===== config.mk =====
export PLATFORM = sky130hd
export DESIGN_NAME = button_debounce_press_latch_flat
export DESIGN_NICKNAME = d
export VERILOG_FILES = /design/src/bdpl_pkg.sv /design/src/bdpl_if.sv /design/src/button_debounce_press_latch.sv /design/src/flat_wrapper.sv
export SDC_FILE = /design/constraint.sdc
export NUM_CORES = 1
export LEC_CHECK = 0
export ABC_AREA = 0
export BUFFER_PORTS_ARGS = -buffer_cell sky130_fd_sc_hd__buf_2
export CAP_MARGIN = 20
export CORE_ASPECT_RATIO = 0.6
export CORE_MARGIN = 8
export CORE_UTILIZATION = 50
export CTS_CLUSTER_SIZE = 16
export DETAILED_ROUTE_END_ITERATION = 10
export MAX_ROUTING_LAYER = met4
export PLACE_DENSITY = 0.66
export SLEW_MARGIN = 20
export SYNTH_ARGS = -nofsm -noshare
export SYNTH_HDL_FRONTEND = slang
export SYNTH_SLANG_ARGS = --single-unit

===== constraint.sdc =====
create_clock -name clk -period 17.1 [get_ports clk]
set_clock_uncertainty 0.05 [all_clocks]
set_input_delay 5.13 -clock clk [delete_from_list [all_inputs] [get_ports clk]]
set_output_delay 5.13 -clock clk [all_outputs]
set_load 0.1 [all_outputs]

===== src/bdpl_pkg.sv =====
// shared constants and types for the button debouncer with press latch
// no dependencies; imported by the interfaces, the top level, the checker and the bench
package bdpl_pkg;

	localparam int BUTTONS   = 3;
	localparam int TIME_BITS = 32;
	localparam int DEB_BITS  = 16;
	localparam int DATA_BITS = 32;
	localparam int ADDR_BITS = 3;
	localparam int IDX_BITS  = ADDR_BITS - 2;

	localparam logic [DEB_BITS-1:0] DEBOUNCE_RESET = DEB_BITS'(50);
	localparam logic [IDX_BITS-1:0] REG_DEBOUNCE   = IDX_BITS'(0);

	typedef enum logic [2:0] {
		PH_RELEASED = 3'b001,
		PH_PRESSED  = 3'b010,
		PH_CONSUMED = 3'b100
	} phase_t;

endpackage


===== src/bdpl_if.sv =====
// valid/ready channels for sample beats and press event beats
// depends on bdpl_pkg
interface bdpl_item_if;
	import bdpl_pkg::*;

	logic                 valid;
	logic                 ready;
	logic                 sample_valid;
	logic [TIME_BITS-1:0] now_ms;
	logic [BUTTONS-1:0]   raw_levels;
	logic [BUTTONS-1:0]   read_mask;

	modport source (output valid, output sample_valid, output now_ms,
		output raw_levels, output read_mask, input ready);
	modport sink (input valid, input sample_valid, input now_ms,
		input raw_levels, input read_mask, output ready);
endinterface

interface bdpl_result_if;
	import bdpl_pkg::*;

	logic               valid;
	logic               ready;
	logic [BUTTONS-1:0] press_events;

	modport source (output valid, output press_events, input ready);
	modport sink (input valid, input press_events, output ready);
endinterface


===== src/button_debounce_press_latch.sv =====
// path: an accepted beat goes through the input register, then the result
// register, to its result beat; it waits there while the result side stalls
// throughput: one beat per cycle while the result side takes beats; all button updates are one compare stage
// reset: arst_n clears levels, time stamps and phases (all released),
// debounce_ms returns to 50 and both pipeline registers are emptied
// depends on bdpl_pkg and bdpl_if
module button_debounce_press_latch (
	input  logic                               clk,
	input  logic                               arst_n,
	bdpl_item_if.sink                          item,
	bdpl_result_if.source                      result,
	input  logic                               psel,
	input  logic                               penable,
	input  logic                               pwrite,
	input  logic [bdpl_pkg::ADDR_BITS-1:0]     paddr,
	input  logic [bdpl_pkg::DATA_BITS-1:0]     pwdata,
	output logic [bdpl_pkg::DATA_BITS-1:0]     prdata,
	output logic                               pready
);
	import bdpl_pkg::*;

	logic [DEB_BITS-1:0]  debounce_q;

	logic                 vld_s1;
	logic                 smp_s1;
	logic [TIME_BITS-1:0] now_s1;
	logic [BUTTONS-1:0]   lvl_s1;
	logic [BUTTONS-1:0]   mask_s1;

	logic                 res_vld_q;
	logic [BUTTONS-1:0]   res_ev_q;

	logic [BUTTONS-1:0]   seen_q;
	logic [TIME_BITS-1:0] ptime_q [BUTTONS];
	logic [TIME_BITS-1:0] rtime_q [BUTTONS];
	phase_t               phase_q [BUTTONS];

	logic [BUTTONS-1:0]   seen_n;
	logic [TIME_BITS-1:0] ptime_n [BUTTONS];
	logic [TIME_BITS-1:0] rtime_n [BUTTONS];
	phase_t               phase_n [BUTTONS];
	logic [BUTTONS-1:0]   ev_n;
	logic [BUTTONS-1:0]   held_hi;
	logic [BUTTONS-1:0]   held_lo;

	logic                 advance;
	logic                 fire;
	logic                 cfg_wr;
	logic [TIME_BITS-1:0] deb_ext;

	assign pready  = 1'b1;
	assign cfg_wr  = psel && penable && pwrite
		&& (paddr[ADDR_BITS-1:2] == REG_DEBOUNCE);
	assign prdata  = (paddr[ADDR_BITS-1:2] == REG_DEBOUNCE)
		? DATA_BITS'(debounce_q) : '0;
	assign deb_ext = TIME_BITS'(debounce_q);

	always_ff @(posedge clk or negedge arst_n) begin
		if (!arst_n) begin
			debounce_q <= DEBOUNCE_RESET;
		end else if (cfg_wr) begin
			debounce_q <= pwdata[DEB_BITS-1:0];
		end
	end

	// result register frees up when empty or being taken
	assign advance    = !res_vld_q || result.ready;
	assign item.ready = !vld_s1 || advance;
	assign fire       = vld_s1 && advance;

	always_ff @(posedge clk or negedge arst_n) begin
		if (!arst_n) begin
			vld_s1 <= 1'b0;
		end else if (item.ready) begin
			vld_s1 <= item.valid;
		end
	end

	always_ff @(posedge clk) begin
		if (item.valid && item.ready) begin
			smp_s1  <= item.sample_valid;
			now_s1  <= item.now_ms;
			lvl_s1  <= item.raw_levels;
			mask_s1 <= item.read_mask;
		end
	end

	always_comb begin
		for (int i = 0; i < BUTTONS; i++) begin
			seen_n[i]  = seen_q[i];
			ptime_n[i] = ptime_q[i];
			rtime_n[i] = rtime_q[i];
			phase_n[i] = phase_q[i];
			ev_n[i]    = 1'b0;
			if (smp_s1) begin
				seen_n[i] = lvl_s1[i];
				if (lvl_s1[i] && !seen_q[i]) begin
					ptime_n[i] = now_s1;
				end
				if (!lvl_s1[i] && seen_q[i]) begin
					rtime_n[i] = now_s1;
				end
			end
			// wrap-safe elapsed time, strictly longer than the hold time
			held_hi[i] = (now_s1 - ptime_n[i]) > deb_ext;
			held_lo[i] = (now_s1 - rtime_n[i]) > deb_ext;
			if (smp_s1) begin
				if (phase_q[i] == PH_RELEASED && seen_n[i] && held_hi[i]) begin
					phase_n[i] = PH_PRESSED;
				end
				if (!seen_n[i] && held_lo[i]) begin
					phase_n[i] = PH_RELEASED;
				end
			end
			if (mask_s1[i] && phase_n[i] == PH_PRESSED) begin
				ev_n[i]    = 1'b1;
				phase_n[i] = PH_CONSUMED;
			end
		end
	end

	always_ff @(posedge clk or negedge arst_n) begin
		if (!arst_n) begin
			seen_q <= '0;
			for (int i = 0; i < BUTTONS; i++) begin
				ptime_q[i] <= '0;
				rtime_q[i] <= '0;
				phase_q[i] <= PH_RELEASED;
			end
		end else if (fire) begin
			seen_q <= seen_n;
			for (int i = 0; i < BUTTONS; i++) begin
				ptime_q[i] <= ptime_n[i];
				rtime_q[i] <= rtime_n[i];
				phase_q[i] <= phase_n[i];
			end
		end
	end

	always_ff @(posedge clk or negedge arst_n) begin
		if (!arst_n) begin
			res_vld_q <= 1'b0;
		end else if (advance) begin
			res_vld_q <= vld_s1;
		end
	end

	always_ff @(posedge clk) begin
		if (fire) begin
			res_ev_q <= ev_n;
		end
	end

	assign result.valid        = res_vld_q;
	assign result.press_events = res_ev_q;

endmodule


===== src/flat_wrapper.sv =====
// flat-port wrapper written by rule: the top's interface ports become plain ports
module button_debounce_press_latch_flat import bdpl_pkg::*;
  (clk, arst_n, psel, penable, pwrite, paddr, pwdata, prdata, pready, item_valid, item_sample_valid, item_now_ms, item_raw_levels, item_read_mask, item_ready, result_valid, result_press_events, result_ready);
  bdpl_item_if item_i ();
  bdpl_result_if result_i ();
  input  logic clk;
  input  logic arst_n;
  input  logic psel;
  input  logic penable;
  input  logic pwrite;
  input  logic [bdpl_pkg::ADDR_BITS-1:0] paddr;
  input  logic [bdpl_pkg::DATA_BITS-1:0] pwdata;
  output logic [bdpl_pkg::DATA_BITS-1:0] prdata;
  output logic pready;
  input wire logic [$bits(item_i.valid)-1:0] item_valid;
  input wire logic [$bits(item_i.sample_valid)-1:0] item_sample_valid;
  input wire logic [$bits(item_i.now_ms)-1:0] item_now_ms;
  input wire logic [$bits(item_i.raw_levels)-1:0] item_raw_levels;
  input wire logic [$bits(item_i.read_mask)-1:0] item_read_mask;
  output wire logic [$bits(item_i.ready)-1:0] item_ready;
  output wire logic [$bits(result_i.valid)-1:0] result_valid;
  output wire logic [$bits(result_i.press_events)-1:0] result_press_events;
  input wire logic [$bits(result_i.ready)-1:0] result_ready;
  assign item_i.valid = item_valid;
  assign item_i.sample_valid = item_sample_valid;
  assign item_i.now_ms = item_now_ms;
  assign item_i.raw_levels = item_raw_levels;
  assign item_i.read_mask = item_read_mask;
  assign item_ready = item_i.ready;
  assign result_valid = result_i.valid;
  assign result_press_events = result_i.press_events;
  assign result_i.ready = result_ready;
  button_debounce_press_latch u_core (.clk(clk), .arst_n(arst_n), .item(item_i), .result(result_i), .psel(psel), .penable(penable), .pwrite(pwrite), .paddr(paddr), .pwdata(pwdata), .prdata(prdata), .pready(pready));
endmodule

==> flow_summary_export.csv, run 1 <==
group,metric,value,unit
status,status,"finished, final reports clean",
placed_design,globalplace.congestion,0.951,
drt,via_per_inst,6.35,
critical_path,reg2reg_depth,28,
logic_synthesis,synth_edf_count,42,
critical_path,slowest_stage,"buf_2",
floorplanning,pin_count,119,
placed_design,post_dp_cell_area,27400,µm²
sta,fmax,0.0901,GHz
hold_path,holdPathEnd,"u_core.rtime_q[41]",
clocking,clockBufferDepth,3,
power,switching_power,0.00226,W
drt,wl_per_cell,22.1,µm
layout,area_growth,7.80,%
placed_design,io_buffers,83,
global_route,grt_pass1_vias,23194,
clocking,htree_num_levels,1,
clocking,clk_pin_slew,0.07,ns
critical_path,timing.rr.start,"u_core.smp_s1",
sta,min_period,11.10,ns
drt,dr.pass1.iters,6,
global_route,grt_pass1_wl,131,mm
hold_path,hold_path_depth,2,
power,powerDensity,167,nW/µm²
clocking,cts_hold_buf,0,
clocking,cts_sinks,264,
sta,setup_viol,0,
drt,route.vias.total,24430,
logic_synthesis,synth_flop_cell,"dfrtp_1",
sta,slew_violations,0,
power,netSwitchingFraction,0.474,
critical_path,cp_max_fo,17,
logic_synthesis,synth_top_area_share,0.205,
floorplanning,std_cell_rows,65,
placed_design,dpl.cell_count,3791,
logic_synthesis,netlist_area,26400,µm²
layout,instances_no_fill,3847,
power,clkPwrFrac,0.152,
power,ir_worst_vdd,0.000102,V
power,seqPwrFrac,0.208,
critical_path,cp_cell_sequence,"buf_2 -> nor2_1 -> buf_2",
global_route,grt_overflow,0,
floorplanning,chipWidth,313,µm
clocking,cts_tree,"done",
logic_synthesis,synth-seq-cells,264,
clocking,cts_resized,0,
critical_path,cp-start-kind,"input port",
drt,wirelength,84.8,mm
sta,whs,0.433,ns
critical_path,crit_path_frequent_cell,"buf_2",
power,p_comb_frac,0.641,
sta,hold_viol,0,
sta,slew_headroom,0.297,
logic_synthesis,ys_seq_area_frac,0.258,
critical_path,required,11.92,ns
sta,tightest_slew,1.04,ns
logic_synthesis,synthArstFlopShare,0.841,
layout,antenna_cells,0,
logic_synthesis,synth.top_cells.by_count,"nand2_1, a21oi_1, ha_1",
logic_synthesis,avgSynthCellArea,8.45,µm²
logic_synthesis,synth_cell_type_count,90,
clocking,post-cts-setup-buffers,0,
layout,drive_above_1_share,0.124,
sta,rsz0062_at_grt,"false",
layout,layout.nets,3450,
critical_path,r2r-end,"u_core.result.press_events[1]",
flow_run,drv_cap,0,
clocking,numCtsBuffers,30,
hold_path,hp-start,"u_core.rtime_q[41]",
clocking,root_buffer,"clkbuf_16",
sta,fin_setup_tns,0,ns
global_route,grt_max_degree,105,
critical_path,arrival,5.92,ns
power,p_int,0.00251,W
hold_path,hold_path_class,"flip-flop to flip-flop",
floorplanning,die_h,194,µm
placed_design,hpwlAfterDp,65.4,mm
layout,finalInstanceArea,28500,µm²
drt,antenna_left,0,
logic_synthesis,ys_warn_count,0,
global_route,track_usage,0.274,
drt,drt_iter0_markers,2420,
critical_path,critical_path.max_stage_delay,0.45,ns
logic_synthesis,synth.most_common_cell,"nand2_1",
sta,fin_crit_sh,0.649,
logic_synthesis,synth_top_area_cell,"dfrtp_1",
floorplanning,start_util,0.504,
critical_path,endpoint_kind,"primary output",
critical_path,setup.worst_path.class,"input port to primary output",
critical_path,r2r_setup_slack,9.22,ns
logic_synthesis,syn_inst,3126,
power,total_power,0.00477,W
floorplanning,core_area,52400,µm²
power,power.leakage,12.6,nW
logic_synthesis,synth_area_leaders,"dfrtp_1, ha_1, mux2_2",
floorplanning,dieArea,60700,µm²
clocking,insertion_delay,0.60,ns
drt,drc_errors,0,
global_route,antenna_found_initial,0,
critical path, delay by kind of cell:
family	cells	cell delay [ns]
buffers and inverters	2	0.64
AND/OR/NAND/NOR	1	0.14
metrics by stage:
stage,worst slack [ns],utilization
6_report,6.00,0.544
2_1_floorplan,5.15,-
3_3_place_gp,6.04,0.523
5_1_grt,5.96,0.544
3_5_place_dp,6.01,0.523
4_1_cts,6.01,0.544
sequential cells by signal (all words and copies together), names as in the netlist:
name / count
u_core.ptime_q: 96
u_core.rtime_q: 96
u_core.now_s1: 32
u_core.debounce_q: 16
u_core.phase_q: 9
u_core.lvl_s1: 3
u_core.mask_s1: 3
u_core.result.press_events: 3
u_core.seen_q: 3
u_core.result.valid: 1
u_core.smp_s1: 1
u_core.vld_s1: 1
metal layers:
layer,wire [µm],GRT usage,up-vias
met5,0,-,-
met4,2130,0.0667,0
met3,6330,0.0377,114
met2,36100,0.407,893
met1,40300,0.392,11840
li1,-,-,11583
cell type report:
class | instances | area, µm²
Clock buffer | 41 | 895
Fill cell | 4842 | 23900
Inverter | 89 | 334
Sequential cell | 264 | 6820
Multi-Input combinational cell | 2592 | 18500
Tap cell | 703 | 880
Clock inverter | 15 | 195
Timing Repair Buffer | 143 | 876
worst max-delay path by stage:
stage,startpoint,depth (start not counted),end,slack (ns)
CTS,paddr[2],3,prdata[7],6.01
global placement,paddr[2],3,prdata[13],6.04
floorplan,paddr[2],3,prdata[10],5.15
global route,paddr[2],3,prdata[7],5.96
detailed placement,paddr[2],3,prdata[7],6.01
finish,paddr[2],3,prdata[1],6.00
logic make-up after synthesis:
group           share of synthesized area
compound gates                      0.228
simple gates                        0.174
buf+inv                            0.0445
fa+ha+maj                           0.130
mux                                 0.111
flops                               0.258
xor+xnor                           0.0531
other cells                      0.000284
layout by cell type, fill, tap and decap left out, drive strengths merged, types with 73 or more instances in the layout:
cell	count
a21o	102
a21oi	261
buf	143
dfrtp	216
ha	246
inv	89
mux2	148
mux2i	127
nand2	288
nor2	191
o21ai	220
xnor2	87
xor2	73
power groups by stage:
stage / Sequential (W) / Clock, W / Combinational, W
6_report: 0.000990 / 0.000723 / 0.00305
5_1_grt: 0.00101 / 0.000757 / 0.00338
4_1_cts: 0.000986 / 0.000739 / 0.00301
3_5_place_dp: 0.000997 / 0 / 0.00300
3_3_place_gp: 0.000982 / 0 / 0.00293
2_1_floorplan: 0.000958 / 0 / 0.00231
Note: power is estimated with default switching activity, not from simulation.
==> inputs of run 2 (changes only) <==
==> constraint.sdc (replaced) <==
create_clock -name clk -period 10.6 [get_ports clk]
set_clock_uncertainty 0.05 [all_clocks]
set_input_delay 3.18 -clock clk [delete_from_list [all_inputs] [get_ports clk]]
set_output_delay 3.18 -clock clk [all_outputs]
set_load 0.1 [all_outputs]
==> run 2 against run 1 <==
Compared with the run above: utilization decreased by 0.16 points; sequential power up 61%; critical endpoint is now u_core.result.press_events[1]; non-clock buffer count is the same; via count grew 0.79%; sequential share of layout area up 0.069 points; register-to-register slack worse by 6.3 ns; critical path depth is 22 higher.
==> flow_summary_export.csv, run 2 (synthesized netlist as in run 1, its figures left out) <==
group,metric,value,unit
status,status,"finished, final reports clean",
power,ir_worst_vdd,0.000147,V
drt,antenna_left,0,
sta,rsz0062_at_grt,"false",
drt,drt_iter0_markers,2329,
floorplanning,die_h,194,µm
drt,route.vias.total,24622,
global_route,grt_max_degree,102,
sta,min_period,7.63,ns
clocking,clk_pin_slew,0.07,ns
sta,fin_setup_tns,0,ns
clocking,cts_hold_buf,0,
placed_design,hpwlAfterDp,63.6,mm
layout,seq_area,6820,µm²
global_route,grt_pass1_wl,127,mm
power,power.leakage,12.6,nW
sta,tightest_slew,1.02,ns
global_route,track_usage,0.263,
sta,slew_violations,0,
floorplanning,dieArea,60700,µm²
placed_design,io_buffers,83,
clocking,cts_resized,0,
critical_path,reg2reg_depth,25,
critical_path,slowest_stage,"nor4_2",
sta,fin_crit_sh,0.720,
global_route,grt_pass1_vias,22910,
clocking,clockBufferDepth,3,
hold_path,hold_path_depth,2,
floorplanning,chipWidth,313,µm
layout,final_core_util,0.542,
layout,fillCellCount,4891,
floorplanning,start_util,0.504,
floorplanning,std_cell_rows,65,
clocking,cts_sinks,264,
layout,top_regs,"u_core.ptime_q x96, u_core.rtime_q x96, u_core.now_s1 x32",
global_route,antenna_found_initial,0,
placed_design,globalplace.congestion,0.975,
power,powerDensity,267,nW/µm²
clocking,insertion_delay,0.61,ns
critical_path,setup.worst_path.class,"flip-flop to flip-flop",
clocking,numCtsBuffers,30,
sta,hold_viol,0,
drt,drc_errors,0,
critical_path,required,10.91,ns
global_route,grt_overflow,0,
drt,dr.pass1.iters,6,
floorplanning,pin_count,119,
critical_path,arrival,7.94,ns
sta,slew_headroom,0.320,
clocking,cts_tree,"done",
layout,drive_above_1_share,0.122,
layout,multi_input_area,18500,µm²
layout,antenna_cells,0,
clocking,post-cts-setup-buffers,0,
critical_path,endpoint_kind,"flip-flop",
layout,layout_commonest_cell,"nand2_1",
drt,via_per_inst,6.40,
clocking,root_buffer,"clkbuf_16",
drt,wirelength,82.2,mm
sta,fmax,0.131,GHz
floorplanning,core_area,52400,µm²
drt,wl_per_cell,21.4,µm
layout,layout.nets,3450,
flow_run,drv_cap,0,
critical_path,cp-start-kind,"flip-flop",
clocking,htree_num_levels,1,
critical_path,cp_max_fo,46,
hold_path,hold_path_class,"flip-flop to flip-flop",
layout,area_growth,7.50,%
power,total_power,0.00758,W
critical_path,crit_path_frequent_cell,"a21oi_1",
sta,setup_slack,2.97,ns
placed_design,preCtsSetupSlack,3.11,ns
layout,final_cell_mix,"nand2_1, a21oi_1, ha_1, o21ai_0, dfrtp_1",
sta,setup_viol,0,
critical_path,critical_path.max_stage_delay,0.70,ns
-- run 2: through the flow --
step,instances,cell area (µm²),hold WS (ns)
floorplan,3141,26500,0.400
global placement,3791,27400,0.413
detailed placement,3791,27400,0.421
CTS,3847,28400,0.434
global route,3847,28400,0.452
finish,3847,28400,0.430
-- run 2: cell type report --
type | count | area share
Clock inverter | 15 | 0.00582
Sequential cell | 264 | 0.240
Tap cell | 703 | 0.0310
Clock buffer | 41 | 0.0297
Inverter | 89 | 0.0118
Timing Repair Buffer | 143 | 0.0309
Multi-Input combinational cell | 2592 | 0.651
-- run 2: report_power, final --
group / total, W / switching (W) / internal (W)
clock network: 0.00109 / 0.000468 / 0.000627
logic: 0.00489 / 0.00290 / 0.00199
registers: 0.00159 / 0.000230 / 0.00136
-- run 2: final timing paths --
| kind | endpoint | slack [ns] | from |
|---|---|---|---|
| min reg2reg | u_core.ptime_q[0] | 0.43 | u_core.ptime_q[0] |
| min in group asynchronous | u_core.ptime_q[35] | 2.49 | arst_n |
| max | u_core.result.press_events[1] | 2.97 | u_core.smp_s1 |
| max reg2reg | u_core.result.press_events[1] | 2.97 | u_core.smp_s1 |
| min | u_core.ptime_q[0] | 0.43 | u_core.ptime_q[0] |
| max in group asynchronous | u_core.ptime_q[92] | 6.58 | arst_n |
-- run 2: worst max-delay path: cells and delay by family (launching register included) --
kind                       cells  cell delay, ns
DFF                            1            0.65
AOI/OAI and AO/OA             10            1.89
and+or+nand+nor               11            3.18
adders and majority gates      3            0.97
buffers and inverters          1            0.57
-- run 2: layer usage --
layer,routed length [µm],global-route usage,up-vias,part of all wire
li1,-,-,11608,-
met4,2450,0.0759,0,0.030
met1,38800,0.375,11904,0.47
met5,0,-,-,0
met3,6480,0.0336,158,0.079
met2,34500,0.388,952,0.42
